==> src/sv/h264_nal_fu_a_fragmenter_unit_assert.svh <==
// assertion macros for the fu-a fragmenter
`ifndef H264_NAL_FU_A_FRAGMENTER_UNIT_ASSERT_SVH
`define H264_NAL_FU_A_FRAGMENTER_UNIT_ASSERT_SVH

// same-cycle implication, checked outside reset
`define H264FU_ASSERT_IMPL(label, clk, rst, cond, prop, msg) \
   label: assert property (@(posedge clk) disable iff (rst) (cond) |-> (prop)) \
      else $error(msg);

// next-cycle implication, checked outside reset
`define H264FU_ASSERT_NEXT(label, clk, rst, cond, prop, msg) \
   label: assert property (@(posedge clk) disable iff (rst) (cond) |=> (prop)) \
      else $error(msg);

`endif

==> src/sv/h264fu_pkg.sv <==
// shared constants and types for the fu-a fragmenter
`timescale 1ns / 1ps
`default_nettype none

package h264fu_pkg;

   localparam int LEN_W      = 20;   // nal unit length width
   localparam int LIM_W      = 12;   // payload limit width
   localparam int BYTE_W     = 8;
   localparam int SLOT_CNT   = 3;    // most beats one input byte can cause
   localparam int CNT_W      = 2;

   localparam logic [LIM_W-1:0]  LIMIT_RESET = 12'd1400;
   localparam logic [BYTE_W-1:0] FU_A_TYPE   = 8'd28;
   localparam logic [BYTE_W-1:0] FU_S_BIT    = 8'h80;
   localparam logic [BYTE_W-1:0] FU_E_BIT    = 8'h40;
   localparam logic [BYTE_W-1:0] NRI_MASK    = 8'hE0;
   localparam logic [BYTE_W-1:0] TYPE_MASK   = 8'h1F;

   // one buffered result beat
   typedef struct packed {
      logic [BYTE_W-1:0] out_byte;
      logic              packet_end;
      logic              run_last;
   } slot_type;

endpackage

`default_nettype wire

==> src/sv/h264_nal_fu_a_fragmenter_unit.sv <==
// h.264 nal unit to fu-a payload fragmenter, top level
//
// usage
//  - req_* carries one nal unit byte per beat, header byte first, with the
//    unit length on every byte and req_nal_start on the header byte
//  - rsp_* carries payload beats: whole units up to the limit pass through,
//    longer ones come out as fu-a fragments, each opened by an fu indicator
//    and an fu header beat; rsp_packet_end marks the last beat of a packet,
//    rsp_run_last the last beat caused by one input byte
//  - csr_* writes the payload limit (reset 1400); write only while idle
// timing
//  - an accepted byte is held in the input register, then its beats load the
//    result buffer; the first beat is valid once the buffer has loaded
//  - one input byte per cycle in steady state while rsp_ready is high; when a
//    fragment opens, three beats load the buffer and the input stalls while
//    they drain (output port: one beat per cycle while rsp_ready is high)
//  - rsp_ready low holds the buffer; the input register still takes one
//    more byte before req_ready drops
// reset
//  - synchronous, clears all unit state and empties both buffers, no clearing pass
`timescale 1ns / 1ps
`default_nettype none

`include "h264_nal_fu_a_fragmenter_unit_assert.svh"

module h264_nal_fu_a_fragmenter_unit (
   input  wire logic        clock,
   input  wire logic        reset,
   input  wire logic        req_valid,
   output logic             req_ready,
   input  wire logic [7:0]  req_data_byte,
   input  wire logic [19:0] req_nal_size,
   input  wire logic        req_nal_start,
   output logic             rsp_valid,
   input  wire logic        rsp_ready,
   output logic [7:0]       rsp_out_byte,
   output logic             rsp_packet_end,
   output logic             rsp_run_last,
   input  wire logic        csr_valid,
   output logic             csr_ready,
   input  wire logic [11:0] csr_max_payload_bytes
);

   localparam int LEN_W  = h264fu_pkg::LEN_W;
   localparam int LIM_W  = h264fu_pkg::LIM_W;
   localparam int BYTE_W = h264fu_pkg::BYTE_W;
   localparam int CNT_W  = h264fu_pkg::CNT_W;

   // config register
   logic [LIM_W-1:0] limit_ff;

   // input register
   logic              inp_valid_ff;
   logic [BYTE_W-1:0] inp_data_ff;
   logic [LEN_W-1:0]  inp_size_ff;
   logic              inp_start_ff;

   // unit state
   logic [BYTE_W-1:0] held_header_ff, held_header_in;
   logic [LEN_W-1:0]  bytes_seen_ff, bytes_seen_in;
   logic [LIM_W-1:0]  fill_ff, fill_in;
   logic              first_ff, first_in;
   logic              frag_ff, frag_in;
   logic [LEN_W-1:0]  unit_len_ff, unit_len_in;

   // result buffer, slot 0 drives the port
   h264fu_pkg::slot_type slot_ff [h264fu_pkg::SLOT_CNT];
   h264fu_pkg::slot_type slot_in [h264fu_pkg::SLOT_CNT];
   logic [CNT_W-1:0]     out_cnt_ff;
   logic [CNT_W-1:0]     new_cnt;

   logic load;
   logic take;

   // datapath temporaries
   logic [LIM_W-1:0]  lim;
   logic [LEN_W-1:0]  new_len;
   logic [LEN_W-1:0]  eff_len;
   logic [LIM_W-1:0]  eff_fill;
   logic              eff_first;
   logic              eff_frag;
   logic [BYTE_W-1:0] eff_hdr;
   logic              stray;
   logic [LEN_W-1:0]  idx;
   logic              unit_end;
   logic [LEN_W-1:0]  remaining;
   logic [BYTE_W-1:0] fu_ind;
   logic [BYTE_W-1:0] fu_hdr;
   logic              pend;
   logic [LIM_W:0]    fill_inc;

   assign csr_ready = 1'b1;

   always_ff @(posedge clock) begin
      if (reset) begin
         limit_ff <= h264fu_pkg::LIMIT_RESET;
      end else if (csr_valid && csr_ready) begin
         limit_ff <= csr_max_payload_bytes;
      end
   end

   // buffer can load when empty or its last beat leaves now
   assign take = rsp_valid && rsp_ready;
   assign load = inp_valid_ff &&
                 ((out_cnt_ff == '0) || ((out_cnt_ff == CNT_W'(1)) && rsp_ready));
   assign req_ready = !inp_valid_ff || load;

   always_ff @(posedge clock) begin
      if (reset) begin
         inp_valid_ff <= 1'b0;
      end else if (req_ready) begin
         inp_valid_ff <= req_valid;
      end
   end

   always_ff @(posedge clock) begin
      if (req_valid && req_ready) begin
         inp_data_ff  <= req_data_byte;
         inp_size_ff  <= req_nal_size;
         inp_start_ff <= req_nal_start;
      end
   end

   // unit processing for the byte in the input register
   always_comb begin
      lim     = (limit_ff == '0) ? LIM_W'(1) : limit_ff;
      new_len = (inp_size_ff == '0) ? LEN_W'(1) : inp_size_ff;

      // a start byte opens a fresh unit
      eff_len   = inp_start_ff ? new_len : unit_len_ff;
      idx       = inp_start_ff ? '0 : bytes_seen_ff;
      eff_fill  = inp_start_ff ? '0 : fill_ff;
      eff_first = inp_start_ff ? 1'b1 : first_ff;
      eff_frag  = inp_start_ff ? (new_len > LEN_W'(lim)) : frag_ff;
      eff_hdr   = inp_start_ff ? inp_data_ff : held_header_ff;

      // byte outside any open unit is dropped
      stray = !inp_start_ff && (bytes_seen_ff >= unit_len_ff);

      unit_end  = (idx + LEN_W'(1)) == eff_len;
      remaining = eff_len - idx;

      fu_ind = (eff_hdr & h264fu_pkg::NRI_MASK) | h264fu_pkg::FU_A_TYPE;
      fu_hdr = eff_hdr & h264fu_pkg::TYPE_MASK;
      if (eff_first) begin
         fu_hdr = fu_hdr | h264fu_pkg::FU_S_BIT;
      end
      if (remaining <= LEN_W'(lim)) begin
         fu_hdr = fu_hdr | h264fu_pkg::FU_E_BIT;
      end

      fill_inc = {1'b0, eff_fill} + (LIM_W+1)'(1);
      pend     = (fill_inc >= {1'b0, lim}) || unit_end;

      held_header_in = held_header_ff;
      bytes_seen_in  = bytes_seen_ff;
      fill_in        = fill_ff;
      first_in       = first_ff;
      frag_in        = frag_ff;
      unit_len_in    = unit_len_ff;
      new_cnt        = '0;
      for (int i = 0; i < h264fu_pkg::SLOT_CNT; i++) begin
         slot_in[i] = '{out_byte: inp_data_ff, packet_end: 1'b0, run_last: 1'b1};
      end

      if (!stray) begin
         held_header_in = eff_hdr;
         bytes_seen_in  = idx + LEN_W'(1);
         fill_in        = eff_fill;
         first_in       = eff_first;
         frag_in        = eff_frag;
         unit_len_in    = eff_len;
         if (!eff_frag) begin
            // unit fits: pass through
            slot_in[0] = '{out_byte: inp_data_ff, packet_end: unit_end, run_last: 1'b1};
            new_cnt    = CNT_W'(1);
         end else if (idx != '0) begin
            fill_in = pend ? '0 : fill_inc[LIM_W-1:0];
            if (eff_fill == '0) begin
               // fragment opens: indicator, fu header, then data
               first_in   = 1'b0;
               slot_in[0] = '{out_byte: fu_ind, packet_end: 1'b0, run_last: 1'b0};
               slot_in[1] = '{out_byte: fu_hdr, packet_end: 1'b0, run_last: 1'b0};
               slot_in[2] = '{out_byte: inp_data_ff, packet_end: pend, run_last: 1'b1};
               new_cnt    = CNT_W'(3);
            end else begin
               slot_in[0] = '{out_byte: inp_data_ff, packet_end: pend, run_last: 1'b1};
               new_cnt    = CNT_W'(1);
            end
         end
         // header byte of a fragmented unit is held, no beat
      end
   end

   always_ff @(posedge clock) begin
      if (reset) begin
         held_header_ff <= '0;
         bytes_seen_ff  <= '0;
         fill_ff        <= '0;
         first_ff       <= 1'b1;
         frag_ff        <= 1'b0;
         unit_len_ff    <= '0;
      end else if (load) begin
         held_header_ff <= held_header_in;
         bytes_seen_ff  <= bytes_seen_in;
         fill_ff        <= fill_in;
         first_ff       <= first_in;
         frag_ff        <= frag_in;
         unit_len_ff    <= unit_len_in;
      end
   end

   always_ff @(posedge clock) begin
      if (reset) begin
         out_cnt_ff <= '0;
      end else if (load) begin
         out_cnt_ff <= new_cnt;
      end else if (take) begin
         out_cnt_ff <= out_cnt_ff - CNT_W'(1);
      end
   end

   always_ff @(posedge clock) begin
      if (load) begin
         for (int i = 0; i < h264fu_pkg::SLOT_CNT; i++) begin
            slot_ff[i] <= slot_in[i];
         end
      end else if (take) begin
         for (int i = 0; i < h264fu_pkg::SLOT_CNT - 1; i++) begin
            slot_ff[i] <= slot_ff[i+1];
         end
      end
   end

   assign rsp_valid      = (out_cnt_ff != '0);
   assign rsp_out_byte   = slot_ff[0].out_byte;
   assign rsp_packet_end = slot_ff[0].packet_end;
   assign rsp_run_last   = slot_ff[0].run_last;

   // checks
   `H264FU_ASSERT_IMPL(a_last_beat_run_last, clock, reset, out_cnt_ff == CNT_W'(1),
      slot_ff[0].run_last, "final buffered beat lacks run_last")
   `H264FU_ASSERT_IMPL(a_prefix_no_end, clock, reset, out_cnt_ff == CNT_W'(3),
      !slot_ff[0].packet_end && !slot_ff[1].packet_end, "fu prefix marked as packet end")
   `H264FU_ASSERT_IMPL(a_seen_in_range, clock, reset, 1'b1,
      bytes_seen_ff <= unit_len_ff, "byte count past unit length")
   `H264FU_ASSERT_NEXT(a_input_held, clock, reset, inp_valid_ff && !load,
      inp_valid_ff, "unprocessed input byte lost")

endmodule

`default_nettype wire

==> config.mk <==
export PLATFORM = sky130hd
export DESIGN_NAME = h264_nal_fu_a_fragmenter_unit
export DESIGN_NICKNAME = d
export VERILOG_FILES = /design/src/sv/h264fu_pkg.sv /design/src/sv/h264_nal_fu_a_fragmenter_unit.sv
export VERILOG_INCLUDE_DIRS = /design/src /design/src/sv
export SDC_FILE = /design/constraint.sdc
export NUM_CORES = 1
export LEC_CHECK = 0
export BUFFER_PORTS_ARGS = -buffer_cell sky130_fd_sc_hd__buf_2
export CORE_ASPECT_RATIO = 0.8
export CORE_MARGIN = 2
export CORE_UTILIZATION = 56
export CTS_CLUSTER_DIAMETER = 30
export CTS_CLUSTER_SIZE = 30
export DETAILED_ROUTE_END_ITERATION = 6
export PLACE_DENSITY = 0.88
export SYNTH_ARGS = -nofsm -noshare
export SYNTH_HDL_FRONTEND = slang
export SYNTH_SLANG_ARGS = --single-unit
export TNS_END_PERCENT = 1
==> constraint.sdc <==
create_clock -name clock -period 5.71 [get_ports clock]
set_input_delay 0.2855 -clock clock [delete_from_list [all_inputs] [get_ports clock]]
set_output_delay 0.2855 -clock clock [all_outputs]
set_load 0.01 [all_outputs]
## After elaboration in Yosys (flattened, before gate mapping)

Memory sizes are Yosys's and may differ from the RTL's.
Cells that the tools add are included.
W data, S select, Z words.

- Memories: 1
- Bits of input ports: 46
- Bits in writable memories: 30
- Register bits: 106

Memories:

| name | depth | width | rd ports | clocked after Yosys merged registers in | wr ports | RTL line | RTL |
|---|---|---|---|---|---|---|---|
| slot_ff | 3 | 10 | 3 | 0 | 3 | h264_nal_fu_a_fragmenter_unit.sv:67 | `h264fu_pkg::slot_type slot_ff [h264fu_pkg::SLOT_CNT];` |

- Reduce and logical (&&, ||, !) cells: 18
- Muxes and demuxes: 35
- Bitwise operators: 3
- Equal/unequal tests: 2
- $lt $le $gt $ge: 4
- Add/sub/neg operators: 4

Operators by type and width:

| cell | count |
|---|---|
| $mux W20 | 5 |
| $mux W12 | 5 |
| $mux W30 | 2 |
| $mux W10 | 4 |
| $logic_not A12 Y1 | 2 |
| $add A20 B1 Y20 const B | 1 |
| $eq A20 B20 Y1 | 1 |
| $ge A20 B20 Y1 | 1 |
| $gt A20 B12 Y1 | 1 |
| $le A20 B12 Y1 | 1 |
| $logic_not A20 Y1 | 1 |
| $reduce_bool A20 Y1 | 1 |
| $sub A20 B20 Y20 | 1 |
| $mux W8 | 2 |
| $add A12 B1 Y13 const B | 1 |
| $ge A13 B12 Y1 | 1 |
| $mux W2 | 6 |
| $mux W1 | 10 |
| $mux W7 | 1 |
| $logic_and A1 B1 Y1 | 5 |
| $reduce_bool A2 Y1 | 2 |
| $logic_or A1 B1 Y1 | 3 |
| $eq A2 B1 Y1 const B | 1 |
| $logic_not A1 Y1 | 2 |
| other kinds (5) | 6 |

## Longest topological paths before layout

Gate-level depths: netlist of the first run.

- Word-level depth: 11
- Mapped depth: 28

## Worst setup path after synthesis of the first run

OpenSTA, ideal clock, no wires.

- Path kind: reg2reg
- Start point: register inp_start_ff
- End point: memory slot_ff[0][18] in the netlist's numbering, data pin
- Arrival: 5405 ps
- Cell stages (with the launch flop): 27
- Slack: 161 ps
- Buffers on the path: 6
- Path through: edfxtp_1 -> buf_2 -> buf_2 -> buf_4 -> buf_2 -> clkbuf_1 -> clkbuf_1 -> nor2_1 -> ha_1 -> inv_1 -> fa_1 -> a21oi_1 -> maj3_1 -> maj3_1 -> nand2_1 -> a211o_1 -> a21oi_1 -> o21bai_1 -> a21oi_1 -> xnor2_1 -> ha_1 -> nand4_1 -> or3_1 -> a2111oi_0 -> nand4b_1 -> or4_1 -> o21ai_1

RTL lines:

| element | RTL line | RTL |
|---|---|---|
| start, declared | h264_nal_fu_a_fragmenter_unit.sv:56 | `logic inp_start_ff;` |
| start signal, assigned | h264_nal_fu_a_fragmenter_unit.sv:120 | `inp_start_ff <= req_nal_start;` |
| end, declared | h264_nal_fu_a_fragmenter_unit.sv:67 |  |

==> results of run 1 <==
-- flip-flops by register name, indices dropped and copies added, names as in the netlist, 8 cells and up --
register,flops
held_header_ff,8
bytes_seen_ff,20
slot_ff,29
unit_len_ff,20
fill_ff,12
inp_size_ff,20
inp_data_ff,8
limit_ff,12
-- cell type report --
class                      count  area share [%]
multi-input combinational    814            53.1
clock inverter                15            2.01
sequential                   135            32.0
tap                          220            2.68
inverter                      59            2.16
antenna                        1          0.0244
clock buffer                  17            4.15
timing repair buffer          71            3.81
-- cell usage after synthesis, types with 3 or more instances --
cell type  number  share of area, %
a211oi_1       23               1.9
a2111oi_0       4              0.38
o31a_1          3              0.28
a21o_1         17               1.4
a41oi_1         3              0.28
and2_1          9              0.61
or4_1           8              0.65
nand3_1        25               1.4
buf_4          13               1.1
nor3_1         13              0.70
nor2b_1         6              0.41
nor3b_1         4              0.32
dfxtp_1        77                17
nand2_1       126               5.1
and3_1         10              0.68
nor4_1         12              0.81
a211o_1         3              0.28
a21oi_1        70               3.8
inv_1          58               2.4
xnor2_1        31               2.9
o21a_1          7              0.57
nand4_1        12              0.81
o211ai_1       17               1.4
a32o_1          6              0.65
o22ai_1         5              0.34
a31o_2          4              0.38
a31oi_1         9              0.61
xor2_1         18               1.7
or3_1           6              0.41
buf_1           4              0.16
o21ai_1         8              0.43
edfxtp_1       58                19
clkbuf_1       45               1.8
nand2b_1       13              0.88
ha_1           79                11
a311oi_1        4              0.38
a22oi_1         9              0.73
nor2_1        106               4.3
o21ai_0        68               3.7
mux2i_1        24               2.6
buf_2          13              0.70
-- final timing paths --
check	start	to	slack, ns
setup / recovery	inp_size_ff[15]$_DFFE_PP_	slot_ff[0][18]$_DFFE_PP_	0.26
hold / removal	req_data_byte[5]	inp_data_ff[5]$_DFFE_PP_	0.01
setup reg to reg	inp_size_ff[15]$_DFFE_PP_	slot_ff[0][18]$_DFFE_PP_	0.26
hold reg to reg	held_header_ff[0]$_SDFFE_PP0P_	held_header_ff[0]$_SDFFE_PP0P_	0.46
-- placed cells by master (no fill, tap or decap), types with 14 or more instances in the layout --
| cell type | Yosys | final |
|---|---|---|
| clkbuf_16 | 0 | 17 |
| a21o_1 | 17 | 17 |
| nand3_1 | 25 | 25 |
| nand2_1 | 126 | 125 |
| o21ai_0 | 68 | 67 |
| nor2_1 | 106 | 105 |
| xor2_1 | 18 | 18 |
| ha_1 | 79 | 79 |
| mux2i_1 | 24 | 24 |
| dfxtp_1 | 77 | 77 |
| a211oi_1 | 23 | 23 |
| xnor2_1 | 31 | 31 |
| buf_4 | 13 | 14 |
| edfxtp_1 | 58 | 58 |
| buf_2 | 13 | 57 |
| o211ai_1 | 17 | 17 |
| a21oi_1 | 70 | 68 |
| inv_1 | 58 | 58 |
-- layer usage --
metal / vias up / track usage [%] / share of wire [%]
met5: - / 0 / 0
met2: 473 / 43.0 / 45
met1: 3880 / 40.0 / 42
met3: 62 / 7.24 / 11
li1: 3924 / - / -
met4: 0 / 10.2 / 3.0
-- stage by stage --
stage | setup TNS [ns] | utilization, %
final | 0 | 62.7
after floorplan | 0 | -
after global placement | 0 | 58.4
after detailed placement | 0 | 58.4
after global routing | -0.0428 | 62.7
after CTS | 0 | 62.2
-- timing repair --
item | CTS | global route
hold buffers | 0 | 0
setup buffers | 0 | 4
setup endpoints to repair | 1 | 1
hold endpoints to repair | 0 | 0
pin swaps | 0 | 10
resized for setup | 1 | 15
-- logic make-up (layout without fill, tap and decap cells) --
logic type,Yosys count,after routing,share of synthesized area [%]
mux,26,26,2.84
buf+inv,135,162,6.26
other cells,1,2,0.0405
fa+ha+maj,82,82,11.1
flops,135,135,35.5
xor+xnor,50,50,4.81
compound gates,279,279,19.5
simple gates,376,376,20.0
-- power groups by stage --
stage	registers, mW	clock network, mW	logic, mW
final	1.30	1.16	1.35
after global routing	1.31	1.21	1.49
after CTS	1.29	1.17	1.30
after detailed placement	1.31	0	1.28
after global placement	1.31	0	1.24
after floorplan	1.28	0	0.977
==> results.tsv, run 1 <==
stage	metric	value	unit
route	avgRoutedWirePerCell	18.7	um
placed_design	dp_hpwl	17500	um
clocking	clk_pin_slew	0.07	ns
worst_setup_path	crit_arrival	5.74	ns
die	core-area	16300	um^2
pwr	clkPwrFrac	30.5	%
clocking	cts.sinks	135	
finish	multi_input_area	5450	um^2
run	max_cap_viol_count	0	
pwr	switchingPower	1.47	mW
finish	area_delta_synth_final	10.8	%
placed_design	placed_cell_area	9540	um^2
placed_design	io_buffers	57	
pwr	p_sw_share	38.6	%
clocking	clockBufferDepth	2	
global_routing	grt_max_degree	66	
placed_design	gp_congestion	0.967	
global_routing	gr-total-overflow	0	
finish	nets	1224	
timing	post-route-period-util	95.5	%
timing	max_freq	183	MHz
yosys	synth_nets	1210	
pwr	power_density	372	nW/um^2
global_routing	grt_pass1_wl	39600	um
yosys	synth.avg_cell_area	8.54	um^2
yosys	async_flop_share	0	%
yosys	synth_ff_type	dfxtp_1	
finish	seqCellArea	3280	um^2
timing	finalCriticalPeriod	5.45	ns
clocking	htreeDepth	4	
yosys	synthCells	1084	
yosys	synth_area	9250	um^2
status	status	completed	
pwr	p_comb_share	35.4	%
route	ant_nets	0	
finish	n_fill_cell	1328	
clocking	cts_tree	done	
die	dieHeight	119	um
worst_setup_path	worst-path-buf-inv	1	
yosys	ys_seq_elements	135	
worst_setup_path	path_class	reg -> reg	
timing	worst_clock_skew	0.00920	ns
hold_path	hold_path.class	in -> reg	
timing	hold_viol	0	
clocking	cts_root_buf	clkbuf_16	
die	ioPinCount	59	
timing	slew_headroom	26.3	%
global_routing	antenna_found_initial	1	
route	drt_pass1_iterations	6	
die	dieArea	17600	um^2
worst_setup_path	worst-path-stages	26	
placed_design	dpl.cell_count	1295	
worst_setup_path	ff2ff_path_depth	26	
worst_setup_path	critPathCaptureType	flip-flop	
route	vias_per_cell	6.26	
finish	final_cells	1332	
finish	drive_above_1_share	13.1	%
finish	fin_area	10300	um^2
die	start_util	56.6	%
global_routing	grt_pass1_vias	7687	
yosys	seq_area_frac_synth	35.5	%
die	die_w	148	um
pwr	p_leak	4.11	nW
die	rows	42	
pwr	p_int	2.34	mW
pwr	p_total	3.81	mW
clocking	cts_inserted_buffers	17	
route	drtIter0Drc	933	
pwr	power_frac_seq	34.1	%
global_routing	grt_use_total	28.6	%
worst_setup_path	critPathRequiredTime	6.00	ns
worst_setup_path	start_kind	flip-flop	
worst_setup_path	cpPeakStageDelay	0.57	ns
timing	setup_ws	0.259	ns
timing	hold_slack	0.0118	ns
yosys	ys_warn_count	0	
timing	tightest_slew	1.10	ns
worst_setup_path	slowest_stage	or4_4	
hold_path	hold_depth	1	
yosys	synth_edf_count	58	
timing	setup_viol	0	
route	drc	0	
route	vias	8339	
placed_design	dp_worst_setup_slack	0.0452	ns
clocking	clock_latency	0.44	ns
pwr	vdd_drop_max	0.000241	V
timing	drv_slew	0	
route	routed_wl	24900	um
yosys	ys_types	82	
worst_setup_path	crit_family	compound AO/OA/AOI/OAI gates	
worst_setup_path	cp_max_fo	3	
Power figures use the tool's default switching activity.
==> inputs of run 2 (changes only) <==
- PLACE_DENSITY: 0.88 -> 0.76
==> run 2 against run 1 <==
  * Critical path depth decreased by 1
  * Setup slack improved by 0.025 ns
  * Register-to-register slack gained 0.03 ns
  * Sequential cell count is the same
  * Non-clock buffer count up 8
  * Power down 0.41%
  * Fmax up 0.47%
  * Clock skew is 0.0085 ns higher
  * Global-route usage increased by 0.077 points
  * Combinational power about the same
  * First-iteration DRC count fell by 17%
  * Sequential power is essentially flat
  * Critical path type unchanged
  * Critical endpoint unchanged
  * Largest cell class unchanged
  * Largest power group unchanged
==> results.tsv, run 2 (synthesis results as in run 1) <==
stage	metric	value	unit	change
timing	hold_slack	0.00920	ns	-0.00258 ns
global_routing	grt_pass1_wl	39700	um	+0.21%
die	dieHeight	119	um	unchanged
route	vias	8109		-2.8%
clocking	clockBufferDepth	2		unchanged
route	avgRoutedWirePerCell	18.4	um	-1.7%
pwr	p_sw_share	39.0	%	+0.48 points
route	vias_per_cell	6.05		-3.3%
worst_setup_path	start_kind	flip-flop		
pwr	vdd_drop_max	0.000223	V	-7.4%
worst_setup_path	worstSetupStartpoint	inp_size_ff[18]$_DFFE_PP_		
route	routed-wl-met3	2180	um	-18%
route	drtIter0Drc	774		-17%
timing	slew_headroom	28.5	%	+2.3 points
placed_design	dp_hpwl	17600	um	+0.81%
route	ant_nets	0		unchanged
finish	final_common_cell	nand2_1		
die	ioPinCount	59		unchanged
clocking	cts.sinks	135		unchanged
route	wl_met2	10800	um	-2.4%
clocking	cts_tree	done		
worst_setup_path	r2r-end	slot_ff[0][18]$_DFFE_PP_		
pwr	p_leak	4.15	nW	+0.96%
worst_setup_path	critPathRequiredTime	6.01	ns	about the same
run	max_cap_viol_count	0		unchanged
pwr	clkPwrFrac	30.0	%	-0.5 points
global_routing	gr-total-overflow	0		unchanged
placed_design	placed_cell_area	9610	um^2	+0.71%
global_routing	grt_pass1_vias	7709		+0.29%
clocking	clock_latency	0.45	ns	about the same
finish	final_cells	1340		+0.60%
placed_design	dpl.cell_count	1304		+0.69%
timing	tns	0	ns	unchanged
clocking	cts_inserted_buffers	17		unchanged
finish	largest_reg_flops	29		unchanged
timing	worst_clock_skew	0.0177	ns	+0.00853 ns
route	drc	0		unchanged
clocking	htreeDepth	4		unchanged
die	dieArea	17600	um^2	unchanged
die	core-area	16300	um^2	unchanged
hold_path	hold_path.startpoint	req_data_byte[4]		
finish	fin_area	10400	um^2	+0.95%
global_routing	antenna_found_initial	2		+1
timing	finalCriticalPeriod	5.43	ns	-0.0252 ns
route	highest_layer	met4		
finish	final_cell_mix	nand2_1, nor2_1, ha_1		
pwr	p_int	2.31	mW	-1.2%
pwr	p_total	3.80	mW	-0.41%
die	rows	42		unchanged
finish	area_delta_synth_final	11.9	%	
worst_setup_path	ff2ff_path_depth	25		-3.8%
worst_setup_path	crit_arrival	5.73	ns	about the same
timing	max_freq	184	MHz	+0.47%
worst_setup_path	path_class	reg -> reg		
worst_setup_path	critPathCaptureType	flip-flop		
route	drt-met1-wl	11000	um	+5.4%
placed_design	gp_congestion	0.966		about the same
status	status	completed		
clocking	clk_pin_slew	0.07	ns	about the same
clocking	cts_root_buf	clkbuf_16		
worst_setup_path	r2r_start	inp_size_ff[18]$_DFFE_PP_		
pwr	power_frac_seq	34.1	%	about the same
timing	hold_viol	0		unchanged
global_routing	grt_use_total	28.7	%	+0.077 points
pwr	switchingPower	1.48	mW	+0.83%
finish	nets	1232		+0.65%
timing	post-route-period-util	95.0	%	-0.44 points
timing	drv_slew	0		unchanged
timing	tightest_slew	1.07	ns	-0.0339 ns
placed_design	io_buffers	57		unchanged
timing	setup_viol	0		unchanged
die	die_w	148	um	unchanged
finish	largest_register	slot_ff		
global_routing	grt_max_degree	66		unchanged
route	drt_pass1_iterations	5		-1
pwr	p_comb_share	35.9	%	+0.5 points
worst_setup_path	cp_max_fo	3		unchanged
finish	drive_above_1_share	13.9	%	+0.89 points
worst_setup_path	endpoint	slot_ff[0][18]$_DFFE_PP_		
worst_setup_path	rrSetupSlack	0.28	ns	+0.03 ns
pwr	power_density	367	nW/um^2	-1.3%
route	routed_wl	24600	um	-1.1%
hold_path	hold_path.class	in -> reg		
die	start_util	56.6	%	unchanged
## run 2: worst min-delay path by stage
stage	to	slack, ns	cells after the start
2_1_floorplan	inp_data_ff[0]$_DFFE_PP_	0.38	0
3_3_place_gp	held_header_ff[6]$_SDFFE_PP0P_	0.44	2
3_5_place_dp	held_header_ff[3]$_SDFFE_PP0P_	0.45	2
4_1_cts	inp_data_ff[4]$_DFFE_PP_	0.0003	1
5_1_grt	inp_data_ff[5]$_DFFE_PP_	0.005	1
6_report	inp_data_ff[4]$_DFFE_PP_	0.009	1
## run 2: power by group through the flow
| stage | registers (mW) | clock network (mW) | logic (mW) |
|---|---|---|---|
| floorplan | 1.28 | 0 | 0.977 |
| global placement | 1.30 | 0 | 1.27 |
| detailed placement | 1.31 | 0 | 1.30 |
| CTS | 1.29 | 1.15 | 1.32 |
| global route | 1.31 | 1.19 | 1.51 |
| finish | 1.29 | 1.14 | 1.36 |
## run 2: critical path: stages, from the launching register on
cell and delay [ns]:
edfxtp_1 0.39, or4_4 0.56, nor2_4 0.12, buf_6 0.13
a41oi_4 0.12, nor2_2 0.15, a21oi_2 0.05, ha_2 0.18
inv_1 0.08, fa_2 0.22, a21oi_2 0.07, maj3_2 0.33
maj3_2 0.33, nand2_2 0.08, a31oi_1 0.10, xnor2_1 0.14
ha_1 0.29, nand4_1 0.11, a21oi_1 0.07, a2111oi_1 0.42
o21ai_1 0.15, a2111oi_4 0.35, buf_4 0.17, nand4b_1 0.12
or4_4 0.45, o21ai_2 0.12
## run 2: timing repair
item                                    CTS  global route
pin swaps                                 0             8
setup buffers                             0             2
gates resized for setup                   4            19
hold buffers                              1             0
hold endpoints to repair                  1             0
endpoints found under the setup margin    1             1
## run 2: area by class of cell
cell class / count / area [um^2]
multi-input cells: 814 / 5490
inverters: 59 / 221
diodes: 1 / 2.50
well taps: 220 / 275
repair buffers: 79 / 457
clock buffers: 17 / 425
flip-flops and latches: 135 / 3280
clock inverters: 15 / 201
fillers: 1388 / 5990
## run 2: through the flow
stage               setup WS [ns]  utilization [%]
finish                      0.284             63.3
global route             -0.00126             63.3
CTS                       0.00625             62.8
detailed placement         0.0302             58.8
global placement            0.103             58.8
floorplan                   0.161                -
## run 2: metal layers
metal / up-vias / track usage [%]
met1: 3759 / 40.3
met4: 0 / 10.9
met3: 45 / 6.28
li1: 3950 / -
met5: - / 0
met2: 355 / 43.3
